File: src/rtl/fsd_pkg.sv
// Shared types, constants and table functions of the RGB332 error-diffusion ditherer.
`timescale 1ns / 1ps

package fsd_pkg;

   // Line store geometry
   localparam int MAX_WIDTH    = 1024;
   localparam int COL_BITS     = (MAX_WIDTH > 2) ? $clog2(MAX_WIDTH) : 1;
   localparam int BANK_BITS    = (COL_BITS > 1) ? COL_BITS - 1 : 1;
   localparam int BANK_DEPTH   = (MAX_WIDTH + 1) / 2;

   // Frame geometry
   localparam int HEIGHT_LIMIT = 4096;
   localparam int ROW_BITS     = 12;

   // Register file
   localparam int WIDTH_BITS     = 11;
   localparam int HEIGHT_BITS    = 13;
   localparam int CSR_DATA_BITS  = 13;
   localparam int CSR_INDEX_BITS = 1;
   localparam logic [CSR_INDEX_BITS-1:0] CSR_LINE_WIDTH   = 1'b0;
   localparam logic [CSR_INDEX_BITS-1:0] CSR_FRAME_HEIGHT = 1'b1;
   localparam logic [WIDTH_BITS-1:0]     LINE_WIDTH_RESET   = 11'd640;
   localparam logic [HEIGHT_BITS-1:0]    FRAME_HEIGHT_RESET = 13'd480;

   // Channels, in store word order from the low end
   localparam int NUM_CH   = 3;
   localparam int CH_BLUE  = 0;
   localparam int CH_GREEN = 1;
   localparam int CH_RED   = 2;

   // Error shares stay within +-33, so 8 signed bits per channel
   localparam int ERR_BITS  = 8;
   localparam int WORD_BITS = NUM_CH * ERR_BITS;

   typedef logic [NUM_CH-1:0][7:0]          pixel_type;
   typedef logic [NUM_CH-1:0][ERR_BITS-1:0] err3_type;

   // Position of a pixel in the frame, resolved at acceptance
   typedef struct packed {
      logic [COL_BITS-1:0] col;
      logic                first_row;
      logic                last_col;
      logic                last_row;
   } pos_type;

   // Handshake events of the pixel stage
   typedef struct packed {
      logic accept;
      logic fire;
   } stage_ctl_type;

   // One write into a line store bank
   typedef struct packed {
      logic                 en;
      logic [BANK_BITS-1:0] addr;
      err3_type             data;
   } bank_wr_type;

   // Palette level for a 3-bit red or green code: (k*255+3)/7
   function automatic logic [7:0] level_rg(input logic [2:0] k);
      logic [7:0] lv;
      case (k)
         3'd0:    lv = 8'd0;
         3'd1:    lv = 8'd36;
         3'd2:    lv = 8'd73;
         3'd3:    lv = 8'd109;
         3'd4:    lv = 8'd146;
         3'd5:    lv = 8'd182;
         3'd6:    lv = 8'd219;
         default: lv = 8'd255;
      endcase
      return lv;
   endfunction

   // Palette level for a 2-bit blue code: (k*255+1)/3
   function automatic logic [7:0] level_b(input logic [1:0] k);
      logic [7:0] lv;
      case (k)
         2'd0:    lv = 8'd0;
         2'd1:    lv = 8'd85;
         2'd2:    lv = 8'd170;
         default: lv = 8'd255;
      endcase
      return lv;
   endfunction

   // Signed divide by 16, truncating toward zero
   function automatic logic [ERR_BITS-1:0] div16(input logic signed [10:0] x);
      logic signed [10:0] b;
      b = x + (x[10] ? 11'sd15 : 11'sd0);
      return ERR_BITS'(b >>> 4);
   endfunction

endpackage

File: src/rtl/fsd_pos.sv
// Column and row counters that place each accepted pixel in the frame.
`timescale 1ns / 1ps

module fsd_pos (
   input  logic                         clock,
   input  logic                         reset,
   input  logic                         advance,
   input  logic [fsd_pkg::COL_BITS-1:0] w_m1,
   input  logic [fsd_pkg::ROW_BITS-1:0] h_m1,
   output fsd_pkg::pos_type             pos
);

   import fsd_pkg::*;

   logic [COL_BITS-1:0] col_ff, col_in;
   logic [ROW_BITS-1:0] row_ff, row_in;
   logic [COL_BITS-1:0] col;

   // a column past a narrowed line counts as the last one
   always_comb begin
      col           = (col_ff > w_m1) ? w_m1 : col_ff;
      pos.col       = col;
      pos.last_col  = (col == w_m1);
      pos.last_row  = (row_ff >= h_m1);
      pos.first_row = (row_ff == '0);
   end

   // raster advance, wrap at frame end
   always_comb begin
      col_in = col_ff;
      row_in = row_ff;
      if (advance) begin
         if (pos.last_col) begin
            col_in = '0;
            row_in = pos.last_row ? '0 : row_ff + 1'b1;
         end else begin
            col_in = col + 1'b1;
         end
      end
   end

   always_ff @(posedge clock) begin
      if (reset) begin
         col_ff <= '0;
         row_ff <= '0;
      end else begin
         col_ff <= col_in;
         row_ff <= row_in;
      end
   end

endmodule

File: config.mk
export PLATFORM = sky130hd
export DESIGN_NAME = fsd_pos
export DESIGN_NICKNAME = d
export VERILOG_FILES = /design/src/rtl/fsd_pkg.sv /design/src/rtl/fsd_pos.sv
export SDC_FILE = /design/constraint.sdc
export NUM_CORES = 1
export LEC_CHECK = 0
export BUFFER_PORTS_ARGS = -buffer_cell sky130_fd_sc_hd__buf_2
export CAP_MARGIN = 30
export CORE_AREA = 2 2 91 93
export DETAILED_ROUTE_END_ITERATION = 8
export DIE_AREA = 0 0 93 95
export GPL_TIMING_DRIVEN = 0
export HOLD_SLACK_MARGIN = 0.1
export PLACE_DENSITY = 0.51
export SYNTH_ARGS = -nofsm -noshare
export SYNTH_HDL_FRONTEND = slang
export SYNTH_SLANG_ARGS = --single-unit
File: constraint.sdc
create_clock -name clock -period 5 [get_ports clock]
set_clock_uncertainty 0.2 [all_clocks]
set_input_delay 0.5 -clock clock [delete_from_list [all_inputs] [get_ports clock]]
set_output_delay 0.5 -clock clock [all_outputs]
set_load 0.05 [all_outputs]
==> impl_metrics.json, run 1 <==
{
  "status": "completed",
  "die_w_um": 93,
  "synth-seq-cells": 22,
  "async_flop_share_pct": 0,
  "crit_chain": "ha_1 > and4_4 > and3_2 > o21ai_4 > buf_4 > buf_2 > mux2_2 > buf_2",
  "clk_pin_slew_ns": 0.09,
  "hpwl_um": 4290,
  "fillCellCount": 869,
  "final_util_pct": 32.5,
  "timing.setup.tns_ns": 0,
  "portBuffers": 36,
  "power.total_uw": 466,
  "synth_area_leaders": "dfxtp_1 20%, ha_1 14%, inv_1 4.6%",
  "clockBufferDepth": 2,
  "powerDensity_nw_per_um2": 181,
  "worst_pin_slew_ns": 0.503,
  "die_y_um": 95,
  "antenna_left": 0,
  "cp_data_arrival_time_ns": 2.83,
  "hold_violations": 0,
  "antenna_found_initial": 0,
  "grt_util_all_layers_pct": 13.0,
  "core_um2": 7930,
  "synthesis.nets": 326,
  "initial_utilization_pct": 27.7,
  "yosysUniqueCellTypes": 56,
  "synth_enable_flop_cells": 0,
  "ctsResizeCount": 0,
  "critPathSlowestCell": "dfxtp_1",
  "nets": 367,
  "final_cell_mix": "38 x buf_2, 27 x inv_1, 25 x ha_1, 22 x dfxtp_1, 21 x nand2_1",
  "critPathKind": "register to output pin",
  "ios": 38,
  "cts-root-buf": "clkbuf_8",
  "postCtsHoldBufs": 0,
  "drt-wirelength-per-cell_um": 12.8,
  "clk_latency_ns": 0.27,
  "post-route-drc-count": 0,
  "crit_top_cell": "buf_2",
  "drive_gt1_share_pct": 23.1,
  "met3_usage_pct": 1.36,
  "multiInputGateArea_um2": 1610,
  "min-delay-start": "row_ff[3]",
  "syn_area_um2": 2200,
  "crit_path_start_kind": "register",
  "postCtsSetupRepairBufs": 0,
  "drv_slew": 0,
  "dr.pass1.iters": 4,
  "dieArea_um2": 8840,
  "numCtsBuffers": 3,
  "synth_top_area_cell": "dfxtp_1",
  "setup_violations": 0,
  "avgSynthCellArea_um2": 7.96,
  "layout_commonest_cell": "buf_2",
  "cts_max_level": 1,
  "grt_pass1_wl_um": 9340,
  "diodes": 0,
  "rr_startpoint": "col_ff[5]",
  "rows": 33,
  "grt_remaining_overflow": 0,
  "p_leak_uw": 0.00120,
  "use_met1_pct": 17.0,
  "yosys.area.top_type_share_pct": 20.1,
  "synth_flop_cell": "dfxtp_1",
  "end_kind": "output pin",
  "setup.worst_path.start": "col_ff[5]",
  "drv_cap": 0,
  "met2_usage_pct": 23.0,
  "required_ns": 4.30,
  "worst-path-max-fanout": 10,
  "area_growth_pct": 17.4,
  "finalCritPeriodShare_pct": 70.7,
  "slew_headroom_pct": 66.3,
  "vias_per_cell": 4.78,
  "cts_tree": "built",
  "max_stage_delay_ns": 0.48,
  "ir_drop_mv": 0.0743,
  "ys_seq_area_share_pct": 20.1,
  "busiest_layer": "met2",
  "vias": 2013,
  "fin_crit_ns": 3.53,
  "grt_pass1_vias": 1966,
  "seq_area_um2": 440,
  "gp_congestion": 0.815,
  "synth_warnings": 0,
  "min_path_type": "register to register",
  "grt_max_degree": 14,
  "fmax_mhz": 283,
  "cts_sinks": 22,
  "rsz0062_at_grt": "false",
  "netlist_instances": 276,
  "wl_um": 5400,
  "first_iter_violations": 63
}
## critical path, delay by kind of cell, from the launching register on
family / cells / cell delay [ns]
AO/OA/AOI/OAI: 1 / 0.20
adder cells (fa/ha/maj): 1 / 0.32
AND/OR/NAND/NOR: 2 / 0.49
buffers and inverters: 3 / 0.69
multiplexers: 1 / 0.38
flip-flops: 1 / 0.48
## report_power, final
| part | internal (uW) | switching, uW |
|---|---|---|
| clock | 107 | 63.1 |
| combinational | 40.9 | 70.3 |
| sequential | 179 | 6.32 |
| total | 327 | 140 |
## stage by stage
step,hold slack [ns],std cells,instance area (um2),worst slack [ns]
floorplan,0.272,276,2200,0.750
global placement,0.310,417,2510,1.26
detailed placement,0.304,417,2510,1.23
CTS,0.320,421,2580,1.46
global route,0.359,421,2580,1.26
finish,0.318,421,2580,1.47
## layout make-up
| class | instances | share of cell area [%] |
|---|---|---|
| multi-input cells | 219 | 62.6 |
| flip-flops and latches | 22 | 17.1 |
| repair buffers | 36 | 6.99 |
| well taps | 105 | 5.09 |
| inverters | 27 | 3.93 |
| clock buffers | 3 | 1.60 |
| plain buffers | 8 | 1.55 |
| clock inverters | 1 | 1.16 |
## flip-flops by register name, indices dropped and copies added (netlist names)
name / cells
col_ff: 10
row_ff: 12
## cells in the mapped netlist (all sizes together) (7+ instances only)
library cell / number
nor2: 21
xnor2: 7
ha: 25
mux2: 9
xor2: 8
inv: 27
o21ai: 22
nand3b: 8
and3: 12
a21oi: 19
nand2: 23
dfxtp: 22
nand3: 13
## worst paths after layout
check / to / slack [ns] / cells after the start
setup / recovery: pos[4] / 1.47 / 8
hold / removal: row_ff[3] / 0.32 / 2
setup reg to reg: col_ff[8] / 1.47 / 12
hold reg to reg: row_ff[3] / 0.32 / 2
## cell families after synthesis
kind of cell / Yosys count / synth area share (%)
and+or+nand+nor: 104 / 26.2
AOI/OAI and AO/OA: 64 / 21.3
buffers and inverters: 35 / 6.44
adders and majority gates: 25 / 14.2
DFF: 22 / 20.1
xor gates and xnor gates: 15 / 5.98
muxes: 11 / 5.87
## per-layer routing
metal  vias up  wire, um
li1       1066         -
met1       909      2610
met2        36      2590
met3         2       168
met4         0        38
met5         -         0
(Power assumes the default switching activity.)
==> run 2: changes to the inputs <==
--- a/config.mk
+++ b/config.mk
@@ -12,7 +12,7 @@
 export DIE_AREA = 0 0 93 95
 export GPL_TIMING_DRIVEN = 0
 export HOLD_SLACK_MARGIN = 0.1
-export PLACE_DENSITY = 0.51
+export PLACE_DENSITY = 0.52
 export SYNTH_ARGS = -nofsm -noshare
 export SYNTH_HDL_FRONTEND = slang
 export SYNTH_SLANG_ARGS = --single-unit
==> constraint.sdc (replaced) <==
create_clock -name clock -period 3.1 [get_ports clock]
set_clock_uncertainty 0.2 [all_clocks]
set_input_delay 0.31 -clock clock [delete_from_list [all_inputs] [get_ports clock]]
set_output_delay 0.31 -clock clock [all_outputs]
set_load 0.05 [all_outputs]
==> run 2 against run 1 <==
- design area grew 6.1%
- setup slack got worse by 1.3 ns
- die area is the same
- wire length is 3.8% higher
- critical path depth grew 1
- first-iteration DRC count down 27%
- final cell count increased by 2.1%
- register-to-register slack worse by 1.3 ns
- combinational power increased by 78%
- critical path type unchanged
- critical endpoint is now pos[7]
- highest routed layer unchanged
==> impl_metrics.json, run 2 (synthesis gave the netlist of run 1 again) <==
{
  "die_w_um": 93,
  "postCtsHoldBufs": 0,
  "final_util_pct": 34.5,
  "initial_utilization_pct": 27.7,
  "antenna_left": 0,
  "r2r_slack_ns": 0.15,
  "vias": 2067,
  "clk_latency_ns": 0.26,
  "largest_reg_flops": 12,
  "slew_headroom_pct": 63.6,
  "cts_max_level": 1,
  "cts_tree": "built",
  "first_iter_violations": 46,
  "grt_util_all_layers_pct": 13.3,
  "clk_pin_slew_ns": 0.08,
  "grt_pass1_wl_um": 9520,
  "cts_sinks": 22,
  "finalCritPeriodShare_pct": 95.6,
  "ios": 38,
  "post-route-drc-count": 0,
  "cts-root-buf": "clkbuf_8",
  "numCtsBuffers": 3,
  "hold_violations": 0,
  "drv_cap": 0,
  "diodes": 0,
  "worst_pin_slew_ns": 0.545,
  "ir_drop_mv": 0.0961,
  "worst-path-max-fanout": 6,
  "regMostFlops": "row_ff",
  "critPathKind": "register to output pin",
  "finalInstanceArea_um2": 2740,
  "antenna_found_initial": 0,
  "fmax_mhz": 337,
  "end_kind": "output pin",
  "setup.worst_path.start": "col_ff[1]",
  "min_path_type": "input port to register",
  "area_growth_pct": 24.6,
  "dieArea_um2": 8840,
  "drt-wirelength-per-cell_um": 13.0,
  "setup_violations": 0,
  "cp-endpoint": "pos[7]",
  "nets": 377,
  "reg_top3": "row_ff: 12 flops, col_ff: 10 flops",
  "grt_remaining_overflow": 0,
  "clockBufferDepth": 2,
  "rr_worst_depth": 13,
  "sw_frac_of_total_pct": 32.9,
  "placed_cell_area_um2": 2540,
  "place_inst": 417,
  "final_cell_mix": "36 x buf_2, 26 x inv_1, 21 x nand2_1, 21 x ha_1",
  "powerDensity_nw_per_um2": 246,
  "cp_data_arrival_time_ns": 2.45,
  "die_y_um": 95,
  "rr_startpoint": "col_ff[1]",
  "fillCellCount": 874,
  "final_cells": 430,
  "rows": 33,
  "hpwl_um": 4270,
  "switching_power_uw": 221,
  "layout_commonest_cell": "buf_2",
  "clock_power_share_pct": 26.3,
  "p_leak_uw": 0.00124,
  "portBuffers": 36,
  "seq_power_share_pct": 44.3,
  "drive_gt1_share_pct": 28.9,
  "intPower_uw": 452,
  "required_ns": 2.59,
  "fin_crit_ns": 2.96,
  "status": "completed",
  "drv_slew": 0,
  "vias_per_cell": 4.81,
  "core_um2": 7930,
  "power_frac_comb_pct": 29.4,
  "grt_max_degree": 12,
  "gp_congestion": 0.802,
  "grt_pass1_vias": 1972,
  "reg2reg_to": "col_ff[6]",
  "dr.pass1.iters": 5,
  "wl_um": 5610,
  "crit_path_start_kind": "register"
}
-- run 2: changes by cell type in the layout (fill, tap and decap cells not counted), sizes merged --
cell	delta
bufinv	-1
buf	+10
-- run 2: what timing repair did --
action                                  CTS  global route
buffers inserted                          0            10
pin swaps                                 0             6
endpoints found under the hold margin     0             0
gates resized for setup                   8            11
endpoints found under the setup margin   11            10
-- run 2: worst min-delay path by stage --
stage,end,from,cells after the start
CTS,col_ff[2],w_m1[2],3
floorplan,row_ff[5],row_ff[5],2
detailed placement,col_ff[9],col_ff[9],2
global route,col_ff[2],w_m1[2],3
finish,col_ff[2],w_m1[2],3
global placement,row_ff[4],row_ff[4],2
-- run 2: layer usage --
metal,part of all wire (%),global-route usage (%),vias to the layer above
li1,-,-,1082
met1,48,18.0,927
met2,46,22.2,51
met3,4.2,1.12,7
met4,1.8,4.53,0
met5,0,0,-
-- run 2: worst max-delay path, stage by stage, from the launching register on --
cell and delay, ns:
dfxtp_4 0.40, ha_4 0.22, nor2b_4 0.12, o21a_4 0.20, o31ai_4 0.28, o21ai_4 0.11, buf_6 0.14, buf_4 0.14
mux2_1 0.35, buf_2 0.23
-- run 2: power by group through the flow --
stage	registers [uW]	clock network [uW]	logic [uW]
2_1_floorplan	302	0	134
3_3_place_gp	305	0	185
3_5_place_dp	306	0	187
4_1_cts	299	185	190
5_1_grt	300	198	222
6_report	298	177	198
-- run 2: metrics by stage --
| step | setup slack, ns | TNS, ns | total power [uW] | hold WS [ns] |
|---|---|---|---|---|
| CTS | 0.00596 | 0 | 674 | 0.189 |
| global placement | -0.209 | -0.554 | 491 | 0.306 |
| global route | -0.00811 | -0.00811 | 720 | 0.227 |
| floorplan | 0.0164 | 0 | 436 | 0.272 |
| finish | 0.136 | 0 | 673 | 0.193 |
| detailed placement | -0.213 | -0.636 | 492 | 0.310 |
-- run 2: final cells by class --
type                       count  area, um2  share of cell area [%]
buffer                         8       53.8                    1.97
clock buffer                   3       41.3                    1.51
inverter                      27        101                    3.71
multi-input combinational    219       1690                    61.9
sequential                    22        457                    16.7
tap                          105        131                    4.80
timing repair buffer          46        258                    9.42
